### config.mk
export PLATFORM = sky130hd
export DESIGN_NAME = nearest_downscale_rgb565_gray
export DESIGN_NICKNAME = d
export VERILOG_FILES = /design/src/rtl/ndg_pkg.sv /design/src/rtl/ndg_front.sv /design/src/rtl/ndg_queue.sv /design/src/rtl/ndg_back.sv /design/src/rtl/nearest_downscale_rgb565_gray.sv
export VERILOG_INCLUDE_DIRS = /design/src /design/src/rtl
export SDC_FILE = /design/constraint.sdc
export NUM_CORES = 1
export LEC_CHECK = 0
export BUFFER_PORTS_ARGS = -buffer_cell sky130_fd_sc_hd__buf_4
export CELL_PAD_IN_SITES_DETAIL_PLACEMENT = 2
export CELL_PAD_IN_SITES_GLOBAL_PLACEMENT = 2
export CORE_AREA = 4 4 221 277
export CTS_CLUSTER_SIZE = 16
export DETAILED_ROUTE_END_ITERATION = 10
export DIE_AREA = 0 0 225 281
export PLACE_DENSITY = 0.88
export SLEW_MARGIN = 20
export SYNTH_ARGS = -nofsm -noshare
export SYNTH_HDL_FRONTEND = slang
export SYNTH_SLANG_ARGS = --single-unit
### constraint.sdc
create_clock -name i_clk -period 11.51 [get_ports i_clk]
set_clock_uncertainty 0.05 [all_clocks]
set_input_delay 1.7265 -clock i_clk [delete_from_list [all_inputs] [get_ports i_clk]]
set_output_delay 1.7265 -clock i_clk [all_outputs]
set_load 0.01 [all_outputs]
### src/rtl/nearest_downscale_rgb565_gray_defines.svh
// ----------------------------------------------------------------------------
// nearest_downscale_rgb565_gray assertion macros
// shared property forms for the downscaler checks, clocked on i_clk and
// disabled while reset is held
// ----------------------------------------------------------------------------
`ifndef NEAREST_DOWNSCALE_RGB565_GRAY_DEFINES_SVH
`define NEAREST_DOWNSCALE_RGB565_GRAY_DEFINES_SVH

// same-cycle implication
`define NDG_ASSERT_SAME(label, ante, cons, msg) \
    label: assert property (@(posedge i_clk) disable iff (!i_rst_n) \
        (ante) |-> (cons)) else $error(msg);

// next-cycle implication
`define NDG_ASSERT_NEXT(label, ante, cons, msg) \
    label: assert property (@(posedge i_clk) disable iff (!i_rst_n) \
        (ante) |=> (cons)) else $error(msg);

`endif

### src/rtl/ndg_pkg.sv
// ----------------------------------------------------------------------------
// ndg_pkg
// types and fixed constants of the nearest-neighbour rgb565 to gray downscaler
// ----------------------------------------------------------------------------
package ndg_pkg;

    localparam int PIXEL_W   = 16;
    localparam int GRAY_W    = 8;
    localparam int COORD_W   = 11;
    localparam int CFG_W     = 12;
    localparam int CFG_IDX_W = 2;

    // luma weights, sum of weighted 8-bit components fits in 15 bits
    localparam int SUM_W = 15;
    localparam logic [SUM_W-1:0] W_RED   = SUM_W'(30);
    localparam logic [SUM_W-1:0] W_GREEN = SUM_W'(59);
    localparam logic [SUM_W-1:0] W_BLUE  = SUM_W'(11);

    // divide by 100 as multiply by ceil(2^19/100) and shift
    localparam int RECIP_W     = 13;
    localparam int RECIP_SHIFT = 19;
    localparam logic [RECIP_W-1:0] RECIP_100 = RECIP_W'(5243);
    localparam int PROD_W = SUM_W + RECIP_W;

    // queue between selection and conversion
    localparam int Q_DEPTH = 2;
    localparam int Q_PTR_W = $clog2(Q_DEPTH);
    localparam int Q_CNT_W = $clog2(Q_DEPTH + 1);

    typedef enum logic [CFG_IDX_W-1:0] {
        CFG_SRC_WIDTH  = 2'd0,
        CFG_SRC_HEIGHT = 2'd1,
        CFG_DST_WIDTH  = 2'd2,
        CFG_DST_HEIGHT = 2'd3
    } t_cfg_idx;

    // kept source pixel with its output position
    typedef struct packed {
        logic [PIXEL_W-1:0] pixel;
        logic [COORD_W-1:0] col;
        logic [COORD_W-1:0] row;
        logic               eof;
    } t_kept;

    typedef struct packed {
        logic full;
        logic empty;
    } t_q_stat;

    typedef struct packed {
        logic s1_valid;
        logic pop;
    } t_back_stat;

endpackage

### src/rtl/ndg_front.sv
// ----------------------------------------------------------------------------
// ndg_front
// raster position tracking and nearest-neighbour selection by accumulators
// ----------------------------------------------------------------------------
module ndg_front
    import ndg_pkg::*;
#(
    parameter int MAX_DIM = 2048
) (
    input  logic                            i_clk,
    input  logic                            i_rst_n,
    input  logic [$clog2(MAX_DIM):0]        i_sw,
    input  logic [$clog2(MAX_DIM):0]        i_sh,
    input  logic [$clog2(MAX_DIM):0]        i_dw,
    input  logic [$clog2(MAX_DIM):0]        i_dh,
    input  logic                            i_pix_valid,
    output logic                            o_pix_ready,
    input  logic [PIXEL_W-1:0]              i_pixel,
    input  logic                            i_q_full,
    output logic                            o_push,
    output t_kept                           o_push_data
);

    localparam int CW   = $clog2(MAX_DIM);
    localparam int DIMW = CW + 1;
    localparam int ACCW = 2 * CW + 2;

    logic [CW-1:0]   r_sc, n_sc, r_sr, n_sr, r_oc, n_oc, r_or, n_or;
    logic [ACCW-1:0] r_ct, n_ct, r_cp, n_cp, r_rt, n_rt, r_rp, n_rp;
    logic            accept, col_hit, row_hit, hit, col_end, row_end;

    // no word is taken while reset is held
    assign o_pix_ready = i_rst_n && !i_q_full;
    assign accept      = i_pix_valid && o_pix_ready;

    assign row_hit = (r_rt >= r_rp) && (r_rt < r_rp + ACCW'(i_dh));
    assign col_hit = (r_ct >= r_cp) && (r_ct < r_cp + ACCW'(i_dw));
    assign hit     = row_hit && col_hit;
    assign col_end = DIMW'(r_sc) >= i_sw - DIMW'(1);
    assign row_end = DIMW'(r_sr) >= i_sh - DIMW'(1);

    assign o_push            = accept && hit;
    assign o_push_data.pixel = i_pixel;
    assign o_push_data.col   = COORD_W'(r_oc);
    assign o_push_data.row   = COORD_W'(r_or);
    assign o_push_data.eof   = (DIMW'(r_oc) == i_dw - DIMW'(1))
                             && (DIMW'(r_or) == i_dh - DIMW'(1));

    always_comb begin
        n_sc = r_sc; n_sr = r_sr; n_oc = r_oc; n_or = r_or;
        n_ct = r_ct; n_cp = r_cp; n_rt = r_rt; n_rp = r_rp;
        if (accept) begin
            if (hit) begin
                n_oc = r_oc + CW'(1);
                n_ct = r_ct + ACCW'(i_sw);
            end
            if (col_end) begin
                n_sc = '0; n_oc = '0; n_ct = '0; n_cp = '0;
                if (row_end) begin
                    n_sr = '0; n_or = '0; n_rt = '0; n_rp = '0;
                end else begin
                    if (row_hit) begin
                        n_or = r_or + CW'(1);
                        n_rt = r_rt + ACCW'(i_sh);
                    end
                    n_sr = r_sr + CW'(1);
                    n_rp = r_rp + ACCW'(i_dh);
                end
            end else begin
                n_sc = r_sc + CW'(1);
                n_cp = r_cp + ACCW'(i_dw);
            end
        end
    end

    always_ff @(posedge i_clk) begin
        if (!i_rst_n) begin
            r_sc <= '0; r_sr <= '0; r_oc <= '0; r_or <= '0;
            r_ct <= '0; r_cp <= '0; r_rt <= '0; r_rp <= '0;
        end else begin
            r_sc <= n_sc; r_sr <= n_sr; r_oc <= n_oc; r_or <= n_or;
            r_ct <= n_ct; r_cp <= n_cp; r_rt <= n_rt; r_rp <= n_rp;
        end
    end

endmodule

### src/rtl/ndg_queue.sv
// ----------------------------------------------------------------------------
// ndg_queue
// two-word queue between selection and gray conversion
// ----------------------------------------------------------------------------
module ndg_queue
    import ndg_pkg::*;
(
    input  logic    i_clk,
    input  logic    i_rst_n,
    input  logic    i_push,
    input  t_kept   i_push_data,
    input  logic    i_pop,
    output t_kept   o_pop_data,
    output t_q_stat o_stat
);

    t_kept               r_mem [Q_DEPTH];
    logic [Q_PTR_W-1:0]  r_wr_ptr, r_rd_ptr;
    logic [Q_CNT_W-1:0]  r_count;

    assign o_stat.full  = r_count == Q_CNT_W'(Q_DEPTH);
    assign o_stat.empty = r_count == '0;
    assign o_pop_data   = r_mem[r_rd_ptr];

    always_ff @(posedge i_clk) begin
        if (i_push) begin
            r_mem[r_wr_ptr] <= i_push_data;
        end
    end

    always_ff @(posedge i_clk) begin
        if (!i_rst_n) begin
            r_wr_ptr <= '0;
            r_rd_ptr <= '0;
            r_count  <= '0;
        end else begin
            if (i_push) begin
                r_wr_ptr <= r_wr_ptr + Q_PTR_W'(1);
            end
            if (i_pop) begin
                r_rd_ptr <= r_rd_ptr + Q_PTR_W'(1);
            end
            if (i_push && !i_pop) begin
                r_count <= r_count + Q_CNT_W'(1);
            end else if (i_pop && !i_push) begin
                r_count <= r_count - Q_CNT_W'(1);
            end
        end
    end

endmodule

### src/rtl/ndg_back.sv
// ----------------------------------------------------------------------------
// ndg_back
// gray conversion pipeline: weighted sum, reciprocal divide, output register
// ----------------------------------------------------------------------------
module ndg_back
    import ndg_pkg::*;
(
    input  logic               i_clk,
    input  logic               i_rst_n,
    input  logic               i_q_empty,
    input  t_kept              i_q_data,
    output t_back_stat         o_stat,
    output logic               o_gray_valid,
    input  logic               i_gray_ready,
    output logic [GRAY_W-1:0]  o_gray,
    output logic [COORD_W-1:0] o_out_col,
    output logic [COORD_W-1:0] o_out_row,
    output logic               o_end_of_frame
);

    logic               r_s1_valid, r_out_valid;
    logic [SUM_W-1:0]   r_s1_sum;
    t_kept              r_s1_meta;
    logic [GRAY_W-1:0]  r_gray;
    logic [COORD_W-1:0] r_col, r_row;
    logic               r_eof;
    logic               adv, s1_en, pop;
    logic [7:0]         red8, green8, blue8;
    logic [SUM_W-1:0]   sum;
    logic [PROD_W-1:0]  prod;

    assign adv   = !r_out_valid || i_gray_ready;
    assign s1_en = !r_s1_valid || adv;
    assign pop   = !i_q_empty && s1_en;

    // 5/6/5 components widened to 8 bits
    assign red8   = {i_q_data.pixel[15:11], 3'b000};
    assign green8 = {i_q_data.pixel[10:5], 2'b00};
    assign blue8  = {i_q_data.pixel[4:0], 3'b000};
    assign sum    = SUM_W'(red8) * W_RED + SUM_W'(green8) * W_GREEN
                  + SUM_W'(blue8) * W_BLUE;

    assign prod = PROD_W'(r_s1_sum) * PROD_W'(RECIP_100);

    always_ff @(posedge i_clk) begin
        if (s1_en) begin
            r_s1_sum  <= sum;
            r_s1_meta <= i_q_data;
        end
        if (adv) begin
            r_gray <= GRAY_W'(prod >> RECIP_SHIFT);
            r_col  <= r_s1_meta.col;
            r_row  <= r_s1_meta.row;
            r_eof  <= r_s1_meta.eof;
        end
    end

    always_ff @(posedge i_clk) begin
        if (!i_rst_n) begin
            r_s1_valid  <= 1'b0;
            r_out_valid <= 1'b0;
        end else begin
            if (s1_en) begin
                r_s1_valid <= !i_q_empty;
            end
            if (adv) begin
                r_out_valid <= r_s1_valid;
            end
        end
    end

    assign o_stat.s1_valid = r_s1_valid;
    assign o_stat.pop      = pop;
    assign o_gray_valid    = r_out_valid;
    assign o_gray          = r_gray;
    assign o_out_col       = r_col;
    assign o_out_row       = r_row;
    assign o_end_of_frame  = r_eof;

endmodule

### src/rtl/nearest_downscale_rgb565_gray.sv
// ----------------------------------------------------------------------------
// nearest_downscale_rgb565_gray
// nearest-neighbour downscaler for rgb565 raster streams with gray output
// ----------------------------------------------------------------------------
// Takes one rgb565 source pixel per clock in raster order and keeps the pixel
// at source position (floor(oc*sw/dw), floor(or*sh/dh)) for every output
// position, giving its gray value (r*30 + g*59 + b*11)/100 with the output
// column, output row and an end-of-frame flag on the last output pixel. A new
// pixel word is taken every cycle while the two-word queue has room; the rate
// is set by the selection front, whose accumulator compare is combinational
// and whose update is registered. A kept pixel reaches the output through
// the queue memory, the weighted-sum stage register and then the output
// register, where the reciprocal divide lands. Sizes are written through
// the configuration port at indices 0..3 (source width, source height,
// destination width, destination height; reset 160, 120, 64, 64); zero counts
// as 1, source sizes are limited to MAX_DIM and destination sizes to the
// source size. New sizes apply from the first pixel word after the write; a
// change in mid-frame takes effect at once while the position counters run
// on, and targets that fall out of step give no words until the row or frame
// ends. Neither input channel takes a word while reset is held.
// ----------------------------------------------------------------------------
`include "nearest_downscale_rgb565_gray_defines.svh"

module nearest_downscale_rgb565_gray
    import ndg_pkg::*;
#(
    parameter int MAX_DIM = 2048
) (
    input  logic                 i_clk,
    input  logic                 i_rst_n,
    // configuration write channel
    input  logic                 i_cfg_valid,
    output logic                 o_cfg_ready,
    input  logic [CFG_IDX_W-1:0] i_cfg_index,
    input  logic [CFG_W-1:0]     i_cfg_data,
    // source pixel channel
    input  logic                 i_pix_valid,
    output logic                 o_pix_ready,
    input  logic [PIXEL_W-1:0]   i_pixel,
    // gray pixel channel
    output logic                 o_gray_valid,
    input  logic                 i_gray_ready,
    output logic [GRAY_W-1:0]    o_gray,
    output logic [COORD_W-1:0]   o_out_col,
    output logic [COORD_W-1:0]   o_out_row,
    output logic                 o_end_of_frame
);

    localparam int DIMW = $clog2(MAX_DIM) + 1;

    // raw register contents as written
    logic [CFG_W-1:0] r_src_width, r_src_height, r_dst_width, r_dst_height;
    logic [CFG_W-1:0] n_src_width, n_src_height, n_dst_width, n_dst_height;
    // effective sizes after clamping
    logic [DIMW-1:0]  r_sw, r_sh, r_dw, r_dh;
    logic [DIMW-1:0]  n_sw, n_sh, n_dw, n_dh;

    logic             cfg_we;
    logic             push;
    t_kept            push_data, pop_data;
    t_q_stat          q_stat;
    t_back_stat       back_stat;

    // zero counts as one, anything above the limit counts as the limit
    function automatic logic [DIMW-1:0] clamp_dim(input logic [CFG_W-1:0] v,
                                                  input logic [DIMW-1:0] lim);
        logic [DIMW:0] v_ext;
        begin
            v_ext = (DIMW + 1)'(v);
            if (v == '0) begin
                clamp_dim = DIMW'(1);
            end else if (v_ext > (DIMW + 1)'(lim)) begin
                clamp_dim = lim;
            end else begin
                clamp_dim = DIMW'(v);
            end
        end
    endfunction

    // configuration port never stalls outside reset
    assign o_cfg_ready = i_rst_n;
    assign cfg_we      = i_cfg_valid && o_cfg_ready;

    // register contents after this edge, so a write and its clamped size land together
    always_comb begin
        n_src_width  = r_src_width;
        n_src_height = r_src_height;
        n_dst_width  = r_dst_width;
        n_dst_height = r_dst_height;
        if (cfg_we) begin
            unique case (t_cfg_idx'(i_cfg_index))
                CFG_SRC_WIDTH:  n_src_width  = i_cfg_data;
                CFG_SRC_HEIGHT: n_src_height = i_cfg_data;
                CFG_DST_WIDTH:  n_dst_width  = i_cfg_data;
                CFG_DST_HEIGHT: n_dst_height = i_cfg_data;
            endcase
        end
    end

    always_ff @(posedge i_clk) begin
        if (!i_rst_n) begin
            r_src_width  <= CFG_W'(160);
            r_src_height <= CFG_W'(120);
            r_dst_width  <= CFG_W'(64);
            r_dst_height <= CFG_W'(64);
        end else begin
            r_src_width  <= n_src_width;
            r_src_height <= n_src_height;
            r_dst_width  <= n_dst_width;
            r_dst_height <= n_dst_height;
        end
    end

    // clamping is registered, so the selection path sees ready-made sizes
    always_comb begin
        n_sw = clamp_dim(n_src_width, DIMW'(MAX_DIM));
        n_sh = clamp_dim(n_src_height, DIMW'(MAX_DIM));
        n_dw = clamp_dim(n_dst_width, n_sw);
        n_dh = clamp_dim(n_dst_height, n_sh);
    end

    always_ff @(posedge i_clk) begin
        if (!i_rst_n) begin
            r_sw <= clamp_dim(CFG_W'(160), DIMW'(MAX_DIM));
            r_sh <= clamp_dim(CFG_W'(120), DIMW'(MAX_DIM));
            r_dw <= clamp_dim(CFG_W'(64), clamp_dim(CFG_W'(160), DIMW'(MAX_DIM)));
            r_dh <= clamp_dim(CFG_W'(64), clamp_dim(CFG_W'(120), DIMW'(MAX_DIM)));
        end else begin
            r_sw <= n_sw;
            r_sh <= n_sh;
            r_dw <= n_dw;
            r_dh <= n_dh;
        end
    end

    // selection front: tracks raster position, flags kept pixels
    ndg_front #(
        .MAX_DIM(MAX_DIM)
    ) u_front (
        .i_clk       (i_clk),
        .i_rst_n     (i_rst_n),
        .i_sw        (r_sw),
        .i_sh        (r_sh),
        .i_dw        (r_dw),
        .i_dh        (r_dh),
        .i_pix_valid (i_pix_valid),
        .o_pix_ready (o_pix_ready),
        .i_pixel     (i_pixel),
        .i_q_full    (q_stat.full),
        .o_push      (push),
        .o_push_data (push_data)
    );

    // decouples the front from output back-pressure
    ndg_queue u_queue (
        .i_clk       (i_clk),
        .i_rst_n     (i_rst_n),
        .i_push      (push),
        .i_push_data (push_data),
        .i_pop       (back_stat.pop),
        .o_pop_data  (pop_data),
        .o_stat      (q_stat)
    );

    // conversion back end with output register
    ndg_back u_back (
        .i_clk          (i_clk),
        .i_rst_n        (i_rst_n),
        .i_q_empty      (q_stat.empty),
        .i_q_data       (pop_data),
        .o_stat         (back_stat),
        .o_gray_valid   (o_gray_valid),
        .i_gray_ready   (i_gray_ready),
        .o_gray         (o_gray),
        .o_out_col      (o_out_col),
        .o_out_row      (o_out_row),
        .o_end_of_frame (o_end_of_frame)
    );

    // a kept pixel never lands on a full queue
    `NDG_ASSERT_SAME(a_push_not_full, push, !q_stat.full, "push into full queue")
    // the back end only draws words that are there
    `NDG_ASSERT_SAME(a_pop_not_empty, back_stat.pop, !q_stat.empty, "pop from empty queue")
    // a converted word moves into an empty output register at once
    `NDG_ASSERT_NEXT(a_s1_drains, back_stat.s1_valid && !o_gray_valid, o_gray_valid,
                     "stage one word not passed to output")

endmodule

# [Yosys cells after proc, flatten, opt, wreduce, memory -nomap -nowiden]
# Memories as Yosys holds them, arrays and structs flattened. A register that Yosys moved wholly into a read port is not among the register bits.
# Cells that the tools add are included.
[totals] output_inout_bits=34 wordCells=138 register_bits=311 mem_bits_rw=78 n_memories=1
[op_classes] muxes=34 bitwise=1 n_eq_ne=6 addsub=18 multipliers=4 magnitude_cmp=10 n_reduce_logical=33
[mem_list] memory="u_queue.r_mem" depth=2 word_bits=39 read_ports=1 rd_ports_with_merged_regs=1 write_ports=1 line_no="ndg_queue.sv:17" source="t_kept r_mem [Q_DEPTH];"
[ops] operator="12-bit two-way mux" n=14
[ops] operator="24-bit two-way mux" n=6
[ops] operator="24-bit by 12-bit adder with 24-bit output" n=4
[ops] operator="11-bit two-way mux" n=6
[ops] operator="24-bit greater-or-equal comparator" n=2
[ops] operator="12-bit zero test" n=4
[ops] operator="24-bit less-than comparator" n=2
[ops] operator="12-bit by 1-bit subtractor with 12-bit output, second input constant" n=4
[ops] operator="11-bit by 1-bit adder with 11-bit output, second input constant" n=4
[ops] operator="15-bit by 13-bit multiplier with 27-bit output, second input constant" n=1
[ops] operator="11-bit by 12-bit == test with 1-bit output" n=2
[ops] operator="11-bit by 12-bit greater-or-equal comparator with 1-bit output" n=2
[ops] operator="12-bit > comparator" n=2
[ops] operator="12-bit > comparator, second input constant" n=2
[ops] operator="5-bit by 4-bit multiplier with 9-bit output, second input constant" n=2
[ops] operator="13-bit by 14-bit adder with 15-bit output" n=1
[ops] operator="15-bit by 12-bit adder with 15-bit output" n=1
[ops] operator="7-bit two-way mux" n=2
[ops] operator="6-bit by 6-bit multiplier with 12-bit output, second input constant" n=1
[ops] operator="1-bit logical AND" n=11
[ops] operator="2-bit == test, second input constant" n=3
[ops] operator="1-bit zero test" n=6
[ops] operator="2-bit nonzero test" n=3
[ops] operator="2-bit zero test" n=2
[ops] operator="11 further kinds" n=19

# [Depth between registers and ports, before layout]
[logic_depth] word_depth=9 mapped_depth=23 mapped_depth_nobuf=22

# [By module]
# From an unflattened synthesis, not the netlist that was laid out.
[unflattened] hier_cells=2737 hier_area_um2=26643.1
[modules_own_cells] mod="ndg_front" seq_area_each_um2=2802.7 area_per_inst_um2=11942.7 cells_each=1476 instances=1
[modules_own_cells] mod="ndg_back" seq_area_each_um2=2052.0 area_per_inst_um2=7494.7 cells_each=672 instances=1
[modules_own_cells] mod="nearest_downscale_rgb565_gray" seq_area_each_um2=1921.8 area_per_inst_um2=4176.5 cells_each=446 instances=1
[modules_own_cells] mod="ndg_queue" seq_area_each_um2=2442.3 area_per_inst_um2=3029.2 cells_each=143 instances=1

# [Worst setup path before layout]
# OpenSTA, ideal clock, no wires.
[synth_path] path_type="reg2reg" start="register r_dh[0]" end="memory u_queue.r_mem[0][0] (netlist bit) (enable)" synth_period_minus_slack_ns=6.546 slack_ns=4.964 setup_time_ns=0.435 arrival_ns=6.061 path_stages_with_launch=20 required_time_ns=11.025 path_cell_list="dfxtp_1 ha_1 fa_1 a21o_1 a21oi_1 o21a_1 o31ai_1 a31oi_1 or4_1 xnor2_1 ha_1 a21o_1 a21oi_1 nor2b_1 a32oi_1 nor4_4 nand3_1 clkbuf_1 buf_1 nor2_1"
[synth_via] elab_chain_cells=7
[synth_lines] item="start: declaration" line_no="nearest_downscale_rgb565_gray.sv:55" source="logic [DIMW-1:0] r_sw, r_sh, r_dw, r_dh;"
[synth_lines] item="start signal: assignment" line_no="nearest_downscale_rgb565_gray.sv:127" source="r_dh <= clamp_dim(CFG_W'(64), clamp_dim(CFG_W'(120), DIMW'(MAX_DIM)));"
[synth_lines] item="start signal: assignment" line_no="nearest_downscale_rgb565_gray.sv:132" source="r_dh <= n_dh;"
[synth_lines] item="24-bit by 12-bit adder with 24-bit output" line_no="ndg_front.sv:36" source="assign row_hit = (r_rt >= r_rp) && (r_rt < r_rp + ACCW'(i_dh));"
[synth_lines] item="24-bit less-than comparator" line_no="ndg_front.sv:36"
[synth_lines] item="1-bit logical AND" line_no="ndg_front.sv:36"
[synth_lines] item="1-bit logical AND" line_no="ndg_front.sv:38" source="assign hit = row_hit && col_hit;"
[synth_lines] item="1-bit logical AND" line_no="ndg_front.sv:42" source="assign o_push = accept && hit;"
[synth_lines] item="1-bit two-way mux" line_no="ndg_queue.sv:26" source="if (i_push) begin"
[synth_lines] item="1-bit two-way mux (not written as such)" line_no="ndg_queue.sv:27" source="r_mem[r_wr_ptr] <= i_push_data;"
[synth_lines] item="end: declaration" line_no="ndg_queue.sv:17"
# Every way passes these cells.

# [Worst setup path after layout]
[layout_path] start="register r_dh[1]" end="memory u_queue.r_mem[1][11] (netlist bit) (enable)"
# The elaborated chain is that of the path after synthesis.

==> results.md <==
- Die span in y: 281 um
- Peak fanout along the critical path: 51
- Final worst-path cycle share: 0.6387
- Worst skew pair latency: 0.61 ns
- I/O Pins: between 60 and 70
- Layout cells sized above 1: 0.08700
- Effective utilization at floorplan: 0.4491
- EDFF count, synth: 145
- First-pass GRT wire length: 156600 um
- Cell Count Post-Placement: 3442
- Non-Filler Instances: around 3500
- Routed WL: 102400 um
- Cell Area, Placed: 27480 um^2
- First-pass DRT Iterations: 6
- Register area share after synthesis: 0.3519
- Clk sinks: slightly below 400
- Synth warn: 0
- Post-Syn Nets: 3153
- Hold WS: 0.3762 ns
- Main synth FF type: dfxtp_1
- WL per Instance: roughly 29 um
- Synth async-reset ratio: 0
- Met3 wire length: 4623 um
- # fillers: 5920
- Core footprint: 58340 um^2
- CTS buffer count: 45
- Gr usage total: 0.3198
- Hold Path Origin: u_back.r_s1_meta[8]
- Die area: ~63000 um^2
- Max-slew violation count: 0
- Outcome: finished clean
- Tightest Hold Check Type: reg -> reg
- Worst EP required: 11.66 ns
- Clock buffer depth: 3
- Port Buf Inserts: around 70
- Critical Path Source Type: flip-flop
- Cell Area, Synth: 26200 um^2
- Measured slew at the worst slew-check pin: 1.185 ns
- DRT iter0 DRCs: 1427
- Post-route minimum period: 7.351 ns
- DRC Markers: 0
- GP Congestion: roughly 0.87
- ANT nets after route: 0
- CTS tree: done
- H-tree Lvls: 2
- Met1 WL: between 30000 and 40000 um
- R2R depth: 20
- Endpoint class of the critical path: flip-flop
- Kind of critical path: reg -> reg
- RSZ-0062 raised after global routing: no
- Top routing layer used: met5
- Routed length on met2: approximately 53000 um
- Largest net degree at the start of global routing: 57
- Crit path DAT: 7.50 ns
- Vias per cell: 6.227
- Max-cap violations: 0
- Core Rows: 99
- Hold Buf Count CTS: 0
- Grt ovf: 0
- Final Hold Fails: 0
- Resized cells post-CTS: 0
- Mapped Avg Cell Area: 9.776 um^2
- Relative slew slack: 0.2094
- Clock Root Buffer: clkbuf_16
- DP Wirelength: 68940 um
- Fmax: between 100 and 150 MHz
- Area Overhead vs Synth: 10.85%
- Design area: 29040 um^2
- Setup-failing EPs final: 0
- Total negative slack: 0 ns
- Reg clk slew, reported paths: 0.07 ns
- Synth unique cells: 77
- # nets final: approximately 3200
- Synth Register Bits: 388
- Post-CTS Setup Inserts: 0
- Die X: 225 um
- Via count: 21975
- Synth Instances: 2680
- Crit Reg-Reg Startpoint: r_dh[1]
- Setup crit start: r_dh[1]
- Antenna violations before repair: 5
- Vias in the first global route: 25626
- Worst hold path depth: 0
## metal layers
metal	vias to the layer above	GRT usage
li1	9683	-
met1	11109	0.3361
met2	761	0.5915
met3	416	0.05725
met4	6	0.1904
met5	-	0
## cell usage in the layout (no fill, tap or decap), types with 25 or more instances in the layout
cell type / count
ha_1: 349
inv_1: 274
dfxtp_1: 242
nor2_1: 200
a21oi_1: 167
edfxtp_1: 145
nand2_1: 134
xnor2_1: 108
fa_1: 89
o21ai_0: 86
buf_4: 83
nand3_1: 71
mux2i_1: 64
nand4_1: 59
xor2_1: 55
clkbuf_16: 45
a21o_1: 44
nand2b_1: 38
nor3_1: 38
mux2_2: 36
or4_1: 29
or3_1: 25
## final cells by class
type,instances,area (um^2),area share
multi-input cells,1938,15660,0.5391
inverters,276,1037,0.03571
clock buffers,54,1180,0.04062
flip-flops and latches,388,9220,0.3175
clock inverters,29,345.3,0.01189
well taps,757,947.2,0.03261
repair buffers,85,650.6,0.02240
diodes,2,5.005,0.0001723
## registers in the layout, summed over array words and instances, names as in the netlist, 12 cells and up, named ones only
| name | cells |
|---|---|
| r_src_height | 12 |
| u_queue.r_mem | 78 |
| u_front.r_rp | 24 |
| r_dst_width | 12 |
| r_sh | 12 |
| r_sw | 12 |
| r_dst_height | 12 |
| r_src_width | 12 |
| u_front.r_ct | 24 |
| u_back.r_s1_sum | 13 |
| u_front.r_cp | 24 |
| u_front.r_rt | 24 |
| r_dh | 12 |
| u_back.r_s1_meta | 23 |
| r_dw | 12 |
## worst max-delay path, cell delays in order, from the launching register on
cell	delay, ns
dfxtp_1	0.52
ha_1	0.30
a21o_1	0.19
a21oi_1	0.35
o21a_1	0.21
nor4_1	0.08
o41a_1	0.49
o21ai_1	0.80
nor2_1	0.19
xnor2_1	0.19
ha_1	0.31
nand2_1	0.10
nor4_1	0.62
o211ai_1	0.20
a21oi_1	0.42
nor4_4	0.05
buf_4	0.23
nand3_2	0.09
buf_4	0.49
inv_2	0.34
and2_2	0.66
## cells by family after synthesis
group | synth area share
and+or+nand+nor | 0.1358
adders and majority gates | 0.2347
buffers and inverters | 0.05210
xor gates and xnor gates | 0.05449
DFF | 0.3519
muxes | 0.03992
AOI/OAI and AO/OA | 0.1312
## path summary, 6_finish.rpt
kind | to | slack [ns]
worst max-delay path | u_queue.r_mem[1][11] | 4.16
worst min-delay path | u_back.o_out_row[7] | 0.38
worst max register to register | u_queue.r_mem[1][11] | 4.16
worst min register to register | u_back.o_out_row[7] | 0.38
## synth_stat cells (all sizes together), types with 6 or more instances
master   number  share of area
or4          31         0.0092
o22ai        17         0.0041
mux2i        64          0.024
nor2b        16         0.0038
nor3b         9         0.0026
nor2        204          0.029
nor3         39         0.0076
o31ai        17         0.0053
or2          17         0.0041
a2111o       10         0.0043
a21oi       168          0.032
inv         276          0.040
o21bai       21         0.0060
o311ai        6         0.0020
nand2       138          0.020
xor2         55          0.018
nor4         21         0.0062
a22oi        14         0.0040
nand2b       39         0.0096
clkbuf       54         0.0077
o2111ai      17         0.0057
a211oi       23         0.0066
a2111oi       7         0.0023
nand4        59          0.014
o211ai       17         0.0049
and2          7         0.0017
and3         18         0.0043
or3          25         0.0060
fa           89          0.068
a21o         44          0.013
o21a         21         0.0060
o21ai        92          0.018
mux2         36          0.015
ha          349           0.17
a31oi        21         0.0050
xnor2       108          0.036
edfxtp      145           0.17
buf          24         0.0048
nand3        73          0.014
dfxtp       243           0.19
## metrics by stage
step,worst slack [ns],utilization
after floorplan,4.964,-
after detailed placement,4.622,0.4710
after global placement,5.117,0.4710
after CTS,4.367,0.4971
after global routing,3.875,0.4977
final,4.159,0.4978
Power is left out: the tool's default activity adds up to more than one toggle a clock period on the data nets, which glitch-free logic cannot reach.
